## src/rtl/core/spd_pkg.sv

```systemverilog
// Shared types, result codes and a helper function for the sensor packet deframer.
package spd_pkg;

  localparam int SENSOR_CHANNELS = 8;
  localparam int RES_QUEUE_DEPTH = 4;

  typedef enum logic [2:0] {
    KIND_STATUS  = 3'd0,
    KIND_DIN     = 3'd1,
    KIND_ECHO    = 3'd2,
    KIND_OVERRUN = 3'd3,
    KIND_SAMPLE  = 3'd4,
    KIND_END     = 3'd5
  } kind_t;

  typedef enum logic [6:0] {
    PH_IDLE = 7'b0000001,
    PH_DIN  = 7'b0000010,
    PH_DOUT = 7'b0000100,
    PH_OVR  = 7'b0001000,
    PH_CNT  = 7'b0010000,
    PH_HOLD = 7'b0100000,
    PH_EMIT = 7'b1000000
  } phase_t;

  typedef struct packed {
    kind_t       kind;
    logic [2:0]  channel;
    logic [11:0] value;
    logic [3:0]  sample_index;
    logic        packet_lost;
    logic        overcurrent;
    logic        ratiometric;
    logic        last;
  } result_t;

  // Lowest channel at or above 'from' whose flag is set; bit 3 set means none.
  function automatic logic [3:0] pick_from(input logic [SENSOR_CHANNELS-1:0] gt,
                                           input logic [3:0] from);
    logic [3:0] sel;
    sel = 4'd8;
    for (int c = SENSOR_CHANNELS - 1; c >= 0; c--) begin
      if (gt[c] && (4'(c) >= from)) begin
        sel = 4'(c);
      end
    end
    return sel;
  endfunction

endpackage

```

## src/rtl/core/sensor_packet_deframer.sv

```systemverilog
// Top level of the sensor packet deframer: byte parser and result queue.
//
//  Channel | Direction | Beat contents
//  --------+-----------+-----------------------------------------------------------
//  in_     | slave     | tdata: data_byte; tuser: start_of_packet
//  out_    | master    | tdata: channel, value, sample_index, packet_lost,
//          |           |        overcurrent, ratiometric; tuser: kind;
//          |           |        tlast: last result of the byte
//
// Each input beat is registered, decoded combinationally and its results
// written into a four-entry result queue, so a byte can be accepted every
// cycle unless the input stalls. An overrun byte, or the sample that closes
// the packet, yields two results, and the input stalls when the queue lacks
// room for two entries. The first result of a byte reaches the output
// through the input register and the result queue.
// Reset (rst_n low, synchronous) empties the queue and puts the parser idle,
// awaiting a header; a stall on the output never drops or repeats a result.
module sensor_packet_deframer
  import spd_pkg::*;
#(
  parameter int RES_DEPTH = RES_QUEUE_DEPTH
) (
  input  logic        clk,
  input  logic        rst_n,
  input  logic        in_tvalid,
  output logic        in_tready,
  input  logic [7:0]  in_tdata,   // [7:0] data_byte
  input  logic        in_tuser,   // [0] start_of_packet
  output logic        out_tvalid,
  input  logic        out_tready,
  output logic [23:0] out_tdata,  // [2:0] channel, [14:3] value, [18:15] sample_index,
                                  // [19] packet_lost, [20] overcurrent,
                                  // [21] ratiometric, [23:22] zero
  output logic [2:0]  out_tuser,  // [2:0] kind
  output logic        out_tlast   // last result caused by the byte
);

  // Input register.
  logic        in_valid_r;
  logic [7:0]  in_byte_r;
  logic        in_sop_r;
  logic        fire;
  logic        room2;

  // Parser state.
  phase_t      phase_r, phase_nxt;
  logic [3:0]  mask_r, mask_nxt;
  logic [1:0]  cidx_r, cidx_nxt;
  logic [3:0]  cnt_r [SENSOR_CHANNELS];
  logic [3:0]  cnt_nxt [SENSOR_CHANNELS];
  logic [6:0]  left_r, left_nxt;
  logic [2:0]  cur_r, cur_nxt;
  logic [3:0]  round_r, round_nxt;
  logic        odd_r, odd_nxt;
  logic [7:0]  held_r, held_nxt;
  logic [1:0]  prev_r, prev_nxt;
  logic        seqv_r, seqv_nxt;

  // Per-byte results.
  result_t     res [2];
  logic [1:0]  res_n;
  logic [1:0]  push_n;
  result_t     q_data;

  logic [SENSOR_CHANNELS-1:0] gt_cur, gt_next;
  logic [3:0]  round_p1;
  logic [1:0]  ovr_k;

  assign fire      = in_valid_r && room2;
  assign in_tready = !in_valid_r || fire;
  assign round_p1  = round_r + 4'd1;

  // First set mask bit among the lower three, else the top one.
  assign ovr_k = mask_r[0] ? 2'd0 : (mask_r[1] ? 2'd1 : (mask_r[2] ? 2'd2 : 2'd3));

  always_comb begin
    for (int c = 0; c < SENSOR_CHANNELS; c++) begin
      gt_cur[c]  = (cnt_r[c] > round_r);
      gt_next[c] = (cnt_r[c] > round_p1);
    end
  end

  always_ff @(posedge clk) begin
    if (!rst_n) begin
      in_valid_r <= 1'b0;
    end else if (in_tvalid && in_tready) begin
      in_valid_r <= 1'b1;
    end else if (fire) begin
      in_valid_r <= 1'b0;
    end
  end

  always_ff @(posedge clk) begin
    if (in_tvalid && in_tready) begin
      in_byte_r <= in_tdata;
      in_sop_r  <= in_tuser;
    end
  end

  // Decode of the registered byte against the parser state.
  always_comb begin
    logic [SENSOR_CHANNELS-1:0] gt_new;
    logic [3:0]                 sel;
    logic [6:0]                 left_dec;
    logic [7:0]                 b;

    b         = in_byte_r;
    gt_new    = '0;
    sel       = '0;
    left_dec  = '0;
    phase_nxt = phase_r;
    mask_nxt  = mask_r;
    cidx_nxt  = cidx_r;
    cnt_nxt   = cnt_r;
    left_nxt  = left_r;
    cur_nxt   = cur_r;
    round_nxt = round_r;
    odd_nxt   = odd_r;
    held_nxt  = held_r;
    prev_nxt  = prev_r;
    seqv_nxt  = seqv_r;
    res[0]    = '0;
    res[1]    = '0;
    res_n     = 2'd0;

    if (in_sop_r) begin
      // A header always restarts the parser, whatever was in progress.
      res[0].kind        = KIND_STATUS;
      res[0].packet_lost = seqv_r && ((prev_r + 2'd1) != b[7:6]);
      res[0].overcurrent = b[5];
      res[0].ratiometric = b[4];
      res_n     = 2'd1;
      prev_nxt  = b[7:6];
      seqv_nxt  = 1'b1;
      mask_nxt  = b[3:0];
      cidx_nxt  = '0;
      left_nxt  = '0;
      cur_nxt   = '0;
      round_nxt = '0;
      odd_nxt   = 1'b0;
      phase_nxt = PH_DIN;
    end else begin
      case (phase_r)
        PH_DIN: begin
          res[0].kind  = KIND_DIN;
          res[0].value = {4'd0, ~b};
          res_n        = 2'd1;
          phase_nxt    = PH_DOUT;
        end
        PH_DOUT: begin
          res[0].kind  = KIND_ECHO;
          res[0].value = {4'd0, b};
          res_n        = 2'd1;
          phase_nxt    = (mask_r != '0) ? PH_OVR : PH_CNT;
        end
        PH_OVR: begin
          res[0].kind    = KIND_OVERRUN;
          res[0].channel = {ovr_k, 1'b0};
          res[0].value   = {8'd0, b[7:4]};
          res[1].kind    = KIND_OVERRUN;
          res[1].channel = {ovr_k, 1'b1};
          res[1].value   = {8'd0, b[3:0]};
          res_n          = 2'd2;
          mask_nxt       = mask_r & ~(4'd1 << ovr_k);
          if (mask_nxt == '0) begin
            phase_nxt = PH_CNT;
          end
        end
        PH_CNT: begin
          cnt_nxt[{cidx_r, 1'b0}] = b[7:4];
          cnt_nxt[{cidx_r, 1'b1}] = b[3:0];
          left_nxt = left_r + 7'(b[7:4]) + 7'(b[3:0]);
          cidx_nxt = cidx_r + 2'd1;
          if (cidx_r == 2'd3) begin
            if (left_nxt == '0) begin
              res[0].kind = KIND_END;
              res_n       = 2'd1;
              phase_nxt   = PH_IDLE;
            end else begin
              for (int c = 0; c < SENSOR_CHANNELS; c++) begin
                gt_new[c] = (cnt_nxt[c] != 4'd0);
              end
              sel       = pick_from(gt_new, 4'd0);
              cur_nxt   = sel[3] ? 3'd0 : sel[2:0];
              round_nxt = '0;
              odd_nxt   = 1'b0;
              phase_nxt = PH_HOLD;
            end
          end
        end
        PH_HOLD: begin
          held_nxt  = b;
          phase_nxt = PH_EMIT;
        end
        PH_EMIT: begin
          // Two samples share three bytes: the middle byte splits by nibble.
          res[0].kind         = KIND_SAMPLE;
          res[0].channel      = cur_r;
          res[0].sample_index = round_r;
          if (!odd_r) begin
            res[0].value = {b[7:4], held_r};
            held_nxt     = b;
            odd_nxt      = 1'b1;
          end else begin
            res[0].value = {held_r[3:0], b};
            odd_nxt      = 1'b0;
            phase_nxt    = PH_HOLD;
          end
          res_n    = 2'd1;
          left_dec = (left_r != '0) ? left_r - 7'd1 : left_r;
          left_nxt = left_dec;
          if (left_dec == '0) begin
            res[1].kind = KIND_END;
            res_n       = 2'd2;
            phase_nxt   = PH_IDLE;
          end else begin
            sel = pick_from(gt_cur, {1'b0, cur_r} + 4'd1);
            if (!sel[3]) begin
              cur_nxt = sel[2:0];
            end else begin
              round_nxt = round_p1;
              sel       = pick_from(gt_next, 4'd0);
              cur_nxt   = sel[3] ? 3'd0 : sel[2:0];
            end
          end
        end
        default: begin
        end
      endcase
    end

    if (res_n == 2'd1) begin
      res[0].last = 1'b1;
    end
    if (res_n == 2'd2) begin
      res[1].last = 1'b1;
    end
  end

  assign push_n = fire ? res_n : 2'd0;

  always_ff @(posedge clk) begin
    if (!rst_n) begin
      phase_r <= PH_IDLE;
      mask_r  <= '0;
      cidx_r  <= '0;
      left_r  <= '0;
      cur_r   <= '0;
      round_r <= '0;
      odd_r   <= 1'b0;
      held_r  <= '0;
      prev_r  <= '0;
      seqv_r  <= 1'b0;
    end else if (fire) begin
      phase_r <= phase_nxt;
      mask_r  <= mask_nxt;
      cidx_r  <= cidx_nxt;
      left_r  <= left_nxt;
      cur_r   <= cur_nxt;
      round_r <= round_nxt;
      odd_r   <= odd_nxt;
      held_r  <= held_nxt;
      prev_r  <= prev_nxt;
      seqv_r  <= seqv_nxt;
    end
  end

  // The channel counts are only read once all four count bytes are in.
  always_ff @(posedge clk) begin
    if (fire) begin
      cnt_r <= cnt_nxt;
    end
  end

  spd_res_fifo #(
    .DEPTH (RES_DEPTH)
  ) u_res_fifo (
    .clk       (clk),
    .rst_n     (rst_n),
    .push_n    (push_n),
    .push_data (res),
    .room2     (room2),
    .out_valid (out_tvalid),
    .out_ready (out_tready),
    .out_data  (q_data)
  );

  assign out_tdata = {2'b00, q_data.ratiometric, q_data.overcurrent, q_data.packet_lost,
                      q_data.sample_index, q_data.value, q_data.channel};
  assign out_tuser = q_data.kind;
  assign out_tlast = q_data.last;

  // While samples are being unpacked, at least one sample is still owed.
  a_samples_owed: assert property (@(posedge clk) disable iff (!rst_n)
    ((phase_r == PH_HOLD) || (phase_r == PH_EMIT)) |-> (left_r != '0))
    else $error("sample phase entered with no samples left");

  // Overrun bytes are only expected while a mask bit remains.
  a_ovr_mask: assert property (@(posedge clk) disable iff (!rst_n)
    (phase_r == PH_OVR) |-> (mask_r != '0))
    else $error("overrun phase with an empty mask");

  // A processed header always leads to the digital input byte.
  a_header_restart: assert property (@(posedge clk) disable iff (!rst_n)
    (fire && in_sop_r) |=> (phase_r == PH_DIN))
    else $error("header did not restart the parser");

  // A byte is only consumed when the queue can take both of its results.
  a_no_overflow: assert property (@(posedge clk) disable iff (!rst_n)
    (push_n != 2'd0) |-> room2)
    else $error("results pushed into a full queue");

endmodule

```

## src/rtl/core/spd_res_fifo.sv

```systemverilog
// Small result queue that takes up to two results per cycle and hands out one.
module spd_res_fifo
  import spd_pkg::*;
#(
  parameter int DEPTH = RES_QUEUE_DEPTH
) (
  input  logic       clk,
  input  logic       rst_n,
  input  logic [1:0] push_n,
  input  result_t    push_data [2],
  output logic       room2,
  output logic       out_valid,
  input  logic       out_ready,
  output result_t    out_data
);

  localparam int AW = (DEPTH > 1) ? $clog2(DEPTH) : 1;
  localparam int CW = $clog2(DEPTH + 1);

  result_t         mem_r [DEPTH];
  logic [AW-1:0]   wr_ptr_r, wr_ptr_nxt, rd_ptr_r, rd_ptr_nxt, wr_ptr_p1;
  logic [CW-1:0]   count_r, count_nxt;
  logic            pop;

  function automatic logic [AW-1:0] ptr_inc(input logic [AW-1:0] p);
    return (p == AW'(DEPTH - 1)) ? '0 : p + 1'b1;
  endfunction

  assign out_valid = (count_r != '0);
  assign out_data  = mem_r[rd_ptr_r];
  assign pop       = out_valid && out_ready;
  assign room2     = (count_r <= CW'(DEPTH - 2));
  assign wr_ptr_p1 = ptr_inc(wr_ptr_r);

  always_comb begin
    case (push_n)
      2'd1:    wr_ptr_nxt = wr_ptr_p1;
      2'd2:    wr_ptr_nxt = ptr_inc(wr_ptr_p1);
      default: wr_ptr_nxt = wr_ptr_r;
    endcase
    rd_ptr_nxt = pop ? ptr_inc(rd_ptr_r) : rd_ptr_r;
    count_nxt  = count_r + CW'(push_n) - CW'(pop);
  end

  always_ff @(posedge clk) begin
    if (!rst_n) begin
      wr_ptr_r <= '0;
      rd_ptr_r <= '0;
      count_r  <= '0;
    end else begin
      wr_ptr_r <= wr_ptr_nxt;
      rd_ptr_r <= rd_ptr_nxt;
      count_r  <= count_nxt;
    end
  end

  always_ff @(posedge clk) begin
    if (push_n != 2'd0) begin
      mem_r[wr_ptr_r] <= push_data[0];
    end
    if (push_n == 2'd2) begin
      mem_r[wr_ptr_p1] <= push_data[1];
    end
  end

endmodule

```

## config.mk

```make
export PLATFORM = sky130hd
export DESIGN_NAME = sensor_packet_deframer
export DESIGN_NICKNAME = d
export VERILOG_FILES = /design/src/rtl/core/spd_pkg.sv /design/src/rtl/core/sensor_packet_deframer.sv /design/src/rtl/core/spd_res_fifo.sv
export SDC_FILE = /design/constraint.sdc
export NUM_CORES = 1
export LEC_CHECK = 0
export ABC_AREA = 1
export ABC_CLOCK_PERIOD_IN_PS = 11760
export BUFFER_PORTS_ARGS = -buffer_cell sky130_fd_sc_hd__buf_2
export CAP_MARGIN = 20
export CELL_PAD_IN_SITES_DETAIL_PLACEMENT = 0
export CELL_PAD_IN_SITES_GLOBAL_PLACEMENT = 1
export CORE_MARGIN = 1.5
export CORE_UTILIZATION = 50
export DETAILED_ROUTE_END_ITERATION = 16
export PLACE_DENSITY = 0.82
export RECOVER_POWER = 50
export SYNTH_ARGS = -nofsm -noshare
export SYNTH_HDL_FRONTEND = slang
export SYNTH_SLANG_ARGS = --single-unit
```

## constraint.sdc

```tcl
create_clock -name clk -period 11.76 [get_ports clk]
set_input_delay 1.764 -clock clk [delete_from_list [all_inputs] [get_ports clk]]
set_output_delay 1.764 -clock clk [all_outputs]
set_load 0.1 [all_outputs]
```

==> results of run 1 <==
[stage by stage]
step	power, mW	utilization [%]	std cells	hold slack, ns
after CTS	2.21	56.0	1744	0.454
after detailed placement	1.62	53.2	1712	0.443
after global placement	1.61	53.2	1712	0.439
after floorplan	1.46	-	1436	0.429
after global routing	2.28	55.4	1744	0.469
final	2.18	55.4	1744	0.456
[metal layers]
metal,part of all wire [%],track usage (%),wire length [um],up-vias
met2,48,45.9,14900,309
met4,1.6,6.93,503,0
met5,0,0,0,-
met1,45,36.7,14100,4493
li1,-,-,-,4901
met3,5.9,4.14,1830,33
[cells by family after synthesis]
kind of cell / count (synthesis)
xor gates and xnor gates: 11
other: 1
DFF: 194
buffers and inverters: 208
AOI/OAI and AO/OA: 366
and+or+nand+nor: 558
adders and majority gates: 97
[registers in the layout (all words and copies together), names as in the netlist, 4 cells and up, named ones only]
| register | flops |
|---|---|
| in_byte_r | 8 |
| phase_r | 7 |
| held_r | 8 |
| round_r | 4 |
| cnt_r | 32 |
| mask_r | 4 |
| left_r | 7 |
| u_res_fifo.mem_r | 104 |
[cell usage in the layout, fill, tap and decap left out, types with 4 or more instances in the layout]
master,n
a21oi_1,96
nor2_2,6
o21ai_0,146
edfxtp_1,85
clkbuf_1,26
buf_2,15
o22ai_1,60
buf_4,6
a21boi_0,4
nand3_1,86
nor3_1,11
nand2_1,268
nor2_1,160
nand4_1,7
inv_8,5
inv_1,150
xnor2_1,4
inv_2,6
o2111ai_1,5
clkbuf_16,17
o21bai_1,4
o21ai_1,40
dfxtp_1,109
xor2_1,6
ha_1,91
fa_1,6
[power by group]
| part | switching, mW | internal (mW) | total (mW) |
|---|---|---|---|
| Clock | 0.299 | 0.294 | 0.593 |
| Combinational | 0.672 | 0.154 | 0.826 |
| Sequential | 0.0274 | 0.733 | 0.761 |
| Total | 0.998 | 1.18 | 2.18 |
[worst reg2reg max path: cells and delay by family (launching register included)]
family	cells	cell delay (ns)
and+or+nand+nor	9	4.00
DFF	1	0.33
AOI/OAI and AO/OA	1	0.20
buffers and inverters	4	1.74
adders and majority gates	1	0.21
[layout make-up]
type,count,area [sq um],area share (%)
clock buffer,18,439,3.60
timing repair buffer,47,218,1.78
multi-input combinational,1034,5710,46.8
tap,280,350,2.87
sequential,194,4730,38.8
clock inverter,14,159,1.30
inverter,157,589,4.83
[path summary, 6_finish.rpt]
| check | startpoint | endpoint | slack [ns] | cells after the start |
|---|---|---|---|---|
| setup / recovery | phase_r[0] | u_res_fifo.mem_r[2][10] | 4.98 | 15 |
| hold / removal | seqv_r | seqv_r | 0.46 | 2 |
| setup reg to reg | phase_r[0] | u_res_fifo.mem_r[2][10] | 4.98 | 15 |
| hold reg to reg | seqv_r | seqv_r | 0.46 | 2 |
==> run summary, run 1 <==
The worst setup skew after layout is 0.0132 ns. The buffers plus inverters on the worst setup path is 4. In this run the core area contains 54 standard-cell rows. The quantity of hold-fixing buffers added after cts came out at 0. The adder and majority gate portion of the synthesized area came out at 11.1%.

The number of CTS-inserted buffers came out at 17. Traced cell by cell, the critical path runs through nor2_1 > nand3_1 > nor3_1 > inv_1 > nor2_1 > nand3_1 > nand2_1 > nand2_1 > inv_1 > ha_1 > nand2_1 > inv_1 > nor2_1 > inv_1 > o22ai_1. The overflow left after global routing came out at 0. Counting the fill cells in the layout gives 2153. Summing all non-filler instances in the final layout gives an area of 0.0122 sq mm.

The actual transition at the worst max-transition pin is 2.01 ns. Across every metal layer, demand over resource in global routing totals 27.2%. The arrival time reported for the critical path endpoint came out at 6.93 ns. The number of input and output port buffers inserted came out at 40. The dominant cell type by count on the critical path is inv_1. The pre-CTS setup slack came out at 6.53 ns.

The final sum of negative setup slack is 0 ns. The most used standard cell by instance count after synthesis is nand2_1. For this block, the via count after detailed routing is 9736. The die is 154 um wide. The routed design could run at a clock period as short as 6.78 ns.

Synthesis instantiated 52 different standard cells from the library. The number of global-route vias before repair came to 9303. The multiplexer share of the synthesized area came out at 0%. The final layout net count came out at 1561.

The insertion delay of the later-clocked pin in the worst-skew pair came out at 0.44 ns. The final estimated routing congestion in global placement came out at 0.893. In this run the static leakage power is 4.91 nW. The area share of the leading cell type in the synthesized netlist is 22.5%. The final reports fail on capacitance limit, slew limit. The peak ir drop on the vdd network came out at 0.000104 V. Yosys mapped a number of flops with a built-in enable equal to 85. The effective utilization at floorplan came out at 51.4%. Measured against its own limit, the worst slew margin works out to -34.0%. Counting instances in the post-synthesis netlist gives the leading cell types as 267 x nand2_1, 155 x nor2_1, 147 x inv_1. After synthesis, the largest family of logic cells by area is simple AND/OR/NAND/NOR gates. The floorplan step defined a die boundary enclosing 0.0236 sq mm. The HPWL reported at the end of detailed placement came out at 22.2 mm. The final hold violation count came to 0. In the routed layout, each cell is associated on average with a via count of 5.58. Measured along the y axis, the die boundary spans 154 um. The area of the mapped netlist came out at 0.0113 sq mm. The wire length of the first global-routing pass is 50.1 mm. The share of the synthesized netlist area taken by xor and xnor gates came out at 0.917%.

The root buffer cell chosen for the clock tree is clkbuf_16. The number of DRC violations after detailed routing came out at 0. edfxtp_1 takes more of the synthesized area than any other cell.

After technology mapping, the gate count stands at 1435. The buffer count from post-CTS setup fixing came out at 0. After layout, the worst path uses 57.7% of the clock period. Among cell families on the critical path, the largest total delay comes from simple AND/OR/NAND/NOR gates. Setup repair after global routing left no endpoint under its margin.

The total wirelength of the detailed-routed design is 31.2 mm. In this run the power density over the cells is 179 mW/mm^2. The deepest clock path buffer count is 2. The largest fanout on the critical path is 23. The core region is 0.0220 sq mm. The number of sinks handled by clock tree synthesis came out at 194. The clock-pin slew of the registers on the worst-case setup and hold paths came out at 0.07 ns. The final worst slack came out at 4.98 ns. The sequential cell area fraction in the yosys report is 41.8%. The achievable clock frequency came out at 147 MHz. The starting DRC count in detailed routing is 722. STA puts the critical path data required time at 11.91 ns.

STA classifies the critical path endpoint as a flip-flop. The first TritonRoute pass finished after 5 iterations. The maximum number of pins on one net before global-route repair came out at 54. The clock tree from TritonCTS is done. The synthesis-stage register bit count is 194. The count of max-cap constraint violations is 2. Counting flops with an async set or reset pin after synthesis yields a share of 0%. In this run the worst hold path is classified as flip-flop to flip-flop. The area growth from synthesis to layout is 7.66%. The count of pins over their slew limit came out at 52. Sorting the synthesized cells by area gives the leading types as edfxtp_1 23%, dfxtp_1 19%, ha_1 10%.

Dividing the synthesized area by the synthesized cell count gives 7.90 sq um. The share of synthesized cell area in and, or, nand and nor gates came out at 21.6%. The number of antenna violations at the first check in global routing came to 0. The predominant post-synthesis flop cell is dfxtp_1. The setup path with the least slack is of type flip-flop to flip-flop. The flow ran to the end, but the final reports show violations. The fraction of layout cells with a size suffix above 1 is 5.46%.

The share of the synthesized area in compound gates (AO/OA/AOI/OAI) is 17.5%. 0 antenna diodes ended up in the layout. The category of the worst setup path launch point is a flip-flop. The count of boundary I/O pins is 43.

Among all stages on the critical path, the largest delay is contributed by nor3_1. The H-tree was split into 4 levels. The instance area after placement is 0.0117 sq mm. Once detail routing completed, the nets flagged for antenna violations numbered 0. Once the clock tree was built, the resizer swapped 0 gates to a different size. Setup violations remaining at the end of the flow were counted as 0. The maximum cell stage delay along the critical path came out at 1.33 ns.

The average wire per cell in the routed design came out at 17.9 um. The number of synthesis warnings is 0.
No activity file was read; power rests on OpenSTA's default activity.
==> run 2, diff against run 1 <==
Settings changed: ABC_CLOCK_PERIOD_IN_PS 11760 to 6900, CORE_UTILIZATION 50 to 47, PLACE_DENSITY 0.82 to 0.77.
Clock period 11.76 ns to 6.9 ns, I/O delays scaled along.
==> run summary, run 2 (synthesized netlist as in run 1, its figures left out) <==
The flow ran to the end, but the final reports show violations. The checks that failed: capacitance limit, slew limit. For the finished layout, the period the worst path requires is 5.81 ns.

The die outline width came out at 158 um. The required time of the worst setup path came out at 5.86 ns. The buffer count from post-CTS setup fixing came out at 0. In the layout the commonest cells are 268 x nand2_1, 161 x nor2_1, 150 x inv_1. The flip-flop count of the largest register after layout came out at 104. The number of DRC violations after detailed routing came out at 0. The total inserted antenna cells came out at 0.

The post-route cell area came out at 0.0123 sq mm. The HPWL reported at the end of detailed placement is 22.8 mm. The global-route usage over all layers came out at 26.1%.

The count of boundary I/O pins is 43. Global routing finished with a remaining overflow of 0. The final sum of negative setup slack came out at 0 ns.

The number of global-route vias before repair is 9027. The deepest level of the CTS H-tree came out at 4. The floorplan row count is 56. The power density over the cells is 304 mW/mm^2. The insertion delay of the later-clocked pin in the worst-skew pair came out at 0.44 ns.

The worst setup path is captured at an output port. The final non-filler cell total came out at 1783. The worst setup path is launched from a flip-flop. The total instance count after detailed placement is 1751. Once placement finished, the instance area stood at 0.0118 sq mm. The area of the core is 0.0235 sq mm. The via count came out at 9753. The count of pins over their slew limit came out at 89. Along the worst path, the maximum fanout reaches 53. The wire length of the first global-routing pass came out at 50.2 mm. TritonCTS built the clock tree. The effective utilization at floorplan came out at 48.1%. The floorplan die height came out at 158 um. The count of max-cap constraint violations is 2. For this design the static power due to leakage is 4.95 nW. The count of final setup violators came out at 0. The area growth from synthesis to layout came out at 8.16%. The maximum number of pins on one net before global-route repair came out at 54.

The achievable clock frequency came out at 172 MHz. The final layout net count is 1561. The endpoint identified for the worst register-to-register timing path is u_res_fifo.mem_r[1][9]. Counting cells, the worst reg-to-reg path comes to 15. The worst setup skew after layout came out at 0.0150 ns. The peak ir drop on the vdd network is 0.000301 V. The congestion estimate from routability-driven global placement came to 0.869.

The area enclosed by the die boundary is 0.0250 sq mm. The signal on the critical path passes through clkbuf_1 > clkinv_1 > clkbuf_2 > o21ai_0 > o22ai_1 > buf_2. The clock passes through at most 2 buffers. The library cell used most frequently in the layout, excluding fill and tap cells, is nand2_1. The starting DRC count in detailed routing came out at 699. The actual transition at the worst max-transition pin is 2.22 ns. The routed design has 31.7 mm of wire. The via-per-instance ratio is 5.47. The worst register-to-register path has a setup slack of 1.35 ns. The detail route stage leaves a number of antenna-violating nets equal to 0. The number of CTS-inserted buffers is 17. Setup repair after global routing left no endpoint under its margin. The path class of the lowest-slack min-delay path is flip-flop to flip-flop. The normalized max-slew margin came out at -48.2%.

The number of gates given a new drive strength after cts came out at 0. The final core utilization is 52.1%. The final total power is 3.72 mW. The average wire per cell in the routed design came out at 17.8 um. The startpoint identified for the worst register-to-register timing path is phase_r[0]. Counting every sink on the clock net gives 194. The slowest stage of the critical path is the clkbuf_1 cell.

The clock-pin slew of the registers on the worst-case setup and hold paths is 0.08 ns. The final cycle utilization of the critical path came out at 84.2%. The fraction of layout cells with a size suffix above 1 came out at 6.35%.

The critical path ends at out_tdata[15]. The maximum cell stage delay along the critical path is 1.57 ns. After clock tree synthesis, the flow added hold-fix buffers numbering 0. The tree is rooted in a clkbuf_16. The first-pass detailed-route iteration total is 5. The number of antenna violations at the first check in global routing is 0.

The arrival time reported for the critical path endpoint came out at 4.77 ns. The count of buffers added on input and output ports is 40. The largest registers in the layout are u_res_fifo.mem_r (104), cnt_r (32). The final hold violation count was 0. The count of fill cells added during filler insertion came out at 2355.

The worst setup path is of the flip-flop to output port kind. More flip-flops sit in one register than any other, and that register is u_res_fifo.mem_r.
## run 2: worst min path at each step
| stage | start | to | slack (ns) | cells past startpoint |
|---|---|---|---|---|
| 6_report | u_res_fifo.mem_r[3][19] | u_res_fifo.mem_r[3][19] | 0.46 | 2 |
| 5_1_grt | seqv_r | seqv_r | 0.47 | 2 |
| 4_1_cts | seqv_r | seqv_r | 0.46 | 2 |
| 3_5_place_dp | seqv_r | seqv_r | 0.44 | 2 |
| 3_3_place_gp | seqv_r | seqv_r | 0.44 | 2 |
| 2_1_floorplan | u_res_fifo.mem_r[3][1] | u_res_fifo.mem_r[3][1] | 0.43 | 2 |
## run 2: power by group
part | internal, mW | switching, mW | leakage (nW)
registers | 1.25 | 0.0478 | 1.62
clock network | 0.488 | 0.506 | 0.284
logic | 0.281 | 1.15 | 3.04
## run 2: critical path: cells and delay by family, from the launching register on
kind	cells	cell delay, ns
flip-flops	1	0.31
AO/OA/AOI/OAI	2	0.57
buffers and inverters	4	3.42
## run 2: layout make-up
cell class | instances | area [sq um] | share of cell area [%]
multi-input combinational | 1034 | 5710 | 46.6
sequential | 194 | 4730 | 38.6
inverter | 157 | 589 | 4.81
clock buffer | 18 | 429 | 3.50
tap | 319 | 399 | 3.26
timing repair buffer | 47 | 233 | 1.90
clock inverter | 14 | 159 | 1.30
## run 2: per-stage QoR
step	hold WS (ns)	worst slack [ns]
final	0.462	1.09
after global routing	0.474	0.733
after CTS	0.457	1.74
after detailed placement	0.445	1.76
after global placement	0.439	1.89
after floorplan	0.429	2.68
## run 2: layer usage
layer  share of wire, %  up-vias  global-route usage [%]
met4               0.60        0                    3.87
met2                 47      230                    43.5
met1                 48     4601                    37.2
met5                  0        -                       0
li1                   -     4907                       -
met3                4.5       15                    2.89
==> run 3, diff against run 2 <==
Settings changed: ABC_CLOCK_PERIOD_IN_PS 6900 to 4700, CORE_UTILIZATION 47 to 43, PLACE_DENSITY 0.77 to 0.74.
Clock period 6.9 ns to 4.7 ns, I/O delays scaled along.
==> run summary, run 3 (synthesized netlist as in run 1, its figures left out) <==
The portion of total power attributed to sequential cells came out at 34.8%. The capture endpoint of the worst hold path is in_byte_r[3]. In the final routed layout, each cell accounts on average for 18.0 um. The internal power of the cells totals 2.96 mW. The met1 layer wirelength in the final routing is 15.2 mm.

The HPWL reported at the end of detailed placement came out at 23.5 mm. The number of global-route vias before repair came out at 9215. The startpoint identified for the worst hold timing path is in_tdata[3].

Max-cap violations in this run came to 1. The count of antenna-violating nets left after detailed routing came out at 0. The required time of the worst setup path is 4.89 ns. The checks that failed: capacitance limit, slew limit.

The launching point of the worst reg2reg path is in_byte_r[1]. The final hold violation count is 0. The power density over the cells came out at 441 mW/mm^2. The setup path with the least slack is of type flip-flop to flip-flop. The share of total power in combinational logic is 37.6%. The count of fill cells added during filler insertion is 2678. The minimum setup slack among reg-to-reg paths came out at 0.37 ns.

Data arrives at the worst endpoint at 4.52 ns. The worst hold path belongs to the class input pin to flip-flop. In this run the deepest clock path goes through 2 buffers. The total inserted antenna cells came out at 0. The met2 wire length is 15.4 mm. The clock-pin slew of the registers on the worst-case setup and hold paths is 0.08 ns. The normalized max-slew margin is -35.9%.

The count of pins over their slew limit is 35. The depth of the most critical reg-to-reg path came out at 19. For this design the static power due to leakage is 5.01 nW. Input and output buffers added on the ports amount to 40. The met3 layer wire length in the routed design is 1.70 mm. After detailed routing, the total wire length is 32.9 mm.

The register with the most flip-flops in the layout has 104 of them. The area of the core came out at 0.0260 sq mm. The achievable clock frequency came out at 231 MHz.

The number of DRC violations after detailed routing came out at 0. The net switching fraction of the power came out at 46.4%. Measured along the x axis, the die boundary spans 165 um. The total area of multi-input combinational cells is 0.00575 sq mm. The final worst slack came out at 0.366 ns.

The peak ir drop on the vdd network came out at 0.000512 V. In this run the critical register-to-register path is captured at u_res_fifo.mem_r[2][21]. The initialized floorplan defines 59 standard-cell rows. In the finished design, the share of the clock period the worst path needs comes to 92.2%.

Leaving out fill and tap cells, the most frequent cell in the layout is nand2_1. The final estimated routing congestion in global placement is 0.840. The effective utilization at floorplan came out at 43.6%.

The starting DRC count in detailed routing is 680. The category of the worst setup path launch point is a flip-flop. CTS built an H-tree with a depth of 4. TritonCTS built the clock tree. The insertion delay of the later-clocked pin in the worst-skew pair came out at 0.46 ns. OpenSTA, run right after detailed placement, puts the worst setup slack at 0.254 ns. The via-per-instance ratio is 5.39. Before antenna repair, the detailed router went through 6 iterations.

The area growth from synthesis to layout is 10.5%. Counting every sink on the clock net gives 194. In the final design database the tool counted 1589 nets. The flow ran to the end, but the final reports show violations. The highest signal layer in the routed design is met4. The maximum number of pins on one net before global-route repair is 53. Setup repair after global routing left no endpoint under its margin. The top cell types in the final layout, fill and taps aside, are 265 x nand2_1, 158 x nor2_1, 147 x inv_1.

The overflow left after global routing is 0. At the pin with the least slew margin, the transition time is 2.04 ns. The floorplan die height is 165 um. The cell sitting at the root of the clock tree is a clkbuf_16. The count of boundary I/O pins came out at 43. The fraction of layout cells with a size suffix above 1 is 7.37%. Across all layers, the routed design uses 9850 vias.

The final sum of negative setup slack came out at 0 ns. The worst setup skew after layout came out at 0.0144 ns. Summed over all nets, the switching power comes to 2.56 mW.

The area enclosed by the die boundary is 0.0273 sq mm. The clock network fraction of total power is 27.6%. Global routing used 24.6% of the available tracks across all layers. The depth of the worst hold-timing path is 1. The number of antenna violations at the first check in global routing came to 0. The shortest period the worst path allows is 4.33 ns. The first global-routing pass estimated 51.0 mm of wire. Setup violations remaining at the end of the flow were counted as 0. The number of CTS-inserted buffers is 17. More flip-flops sit in one register than any other, and that register is u_res_fifo.mem_r.

The largest registers in the layout are u_res_fifo.mem_r (104), cnt_r (32). The largest fanout on the critical path came out at 22. The sequential cell area is 0.00473 sq mm.

The worst setup path is captured at a flip-flop.
run 3: worst max path at each step:
stage                         endpoint  slack, ns         start
5_1_grt        u_res_fifo.mem_r[1][20]       0.03  in_byte_r[1]
6_report       u_res_fifo.mem_r[2][21]       0.37  in_byte_r[1]
3_3_place_gp   u_res_fifo.mem_r[3][20]       0.35  in_byte_r[1]
2_1_floorplan   u_res_fifo.mem_r[3][0]       0.48  in_byte_r[5]
3_5_place_dp   u_res_fifo.mem_r[2][21]       0.25  in_byte_r[1]
4_1_cts        u_res_fifo.mem_r[2][21]       0.15  in_byte_r[1]
run 3: repair_timing:
item / 4_1_cts / 5_1_grt
gates resized for setup: 0 / 16
hold buffers: 0 / 0
setup endpoints to repair: 0 / 124
buffers inserted: 0 / 8
run 3: cell type report:
class | count | share of cell area (%)
timing repair buffer | 72 | 3.10
inverter | 157 | 4.80
sequential | 194 | 37.8
timing repair inverter | 3 | 0.180
tap | 335 | 3.35
clock buffer | 17 | 3.40
multi-input combinational | 1034 | 45.9
clock inverter | 15 | 1.47
run 3: power by group through the flow:
stage / clock network, mW / logic, mW / registers, mW
6_report: 1.52 / 2.08 / 1.92
5_1_grt: 1.59 / 2.24 / 1.94
4_1_cts: 1.53 / 2.12 / 1.92
3_5_place_dp: 0 / 2.11 / 1.96
3_3_place_gp: 0 / 2.10 / 1.96
2_1_floorplan: 0 / 1.73 / 1.92
run 3: per-layer routing:
layer | GRT usage [%] | up-vias
li1 | - | 4958
met1 | 33.9 | 4589
met2 | 40.9 | 272
met3 | 3.07 | 31
met4 | 6.29 | 0
met5 | 0 | -
run 3: critical path: stages (launching register included):
cell	delay (ns)
edfxtp_1	0.43
inv_2	0.15
fa_1	0.40
inv_1	0.08
ha_1	0.16
inv_1	0.05
fa_1	0.41
o21ai_0	0.23
nand2_1	0.11
nand3_1	0.11
nand3_1	0.10
nor2_1	0.20
nand4_1	0.20
nand4_1	0.18
nand2_1	0.14
ha_1	0.27
nand2_1	0.12
buf_4	0.28
nand2_2	0.25
a21boi_0	0.20
run 3: per-stage QoR:
stage / util [%] / area (sq um) / hold WS [ns] / total power [mW] / instances
final: 48.2 / 12500 / 0.423 / 5.52 / 1827
after global routing: 48.2 / 12500 / 0.414 / 5.77 / 1827
after CTS: 48.2 / 12500 / 0.414 / 5.57 / 1816
after detailed placement: 45.9 / 11900 / 0.449 / 4.07 / 1784
after global placement: 45.9 / 11900 / 0.439 / 4.06 / 1784
after floorplan: - / 11300 / 0.429 / 3.65 / 1436
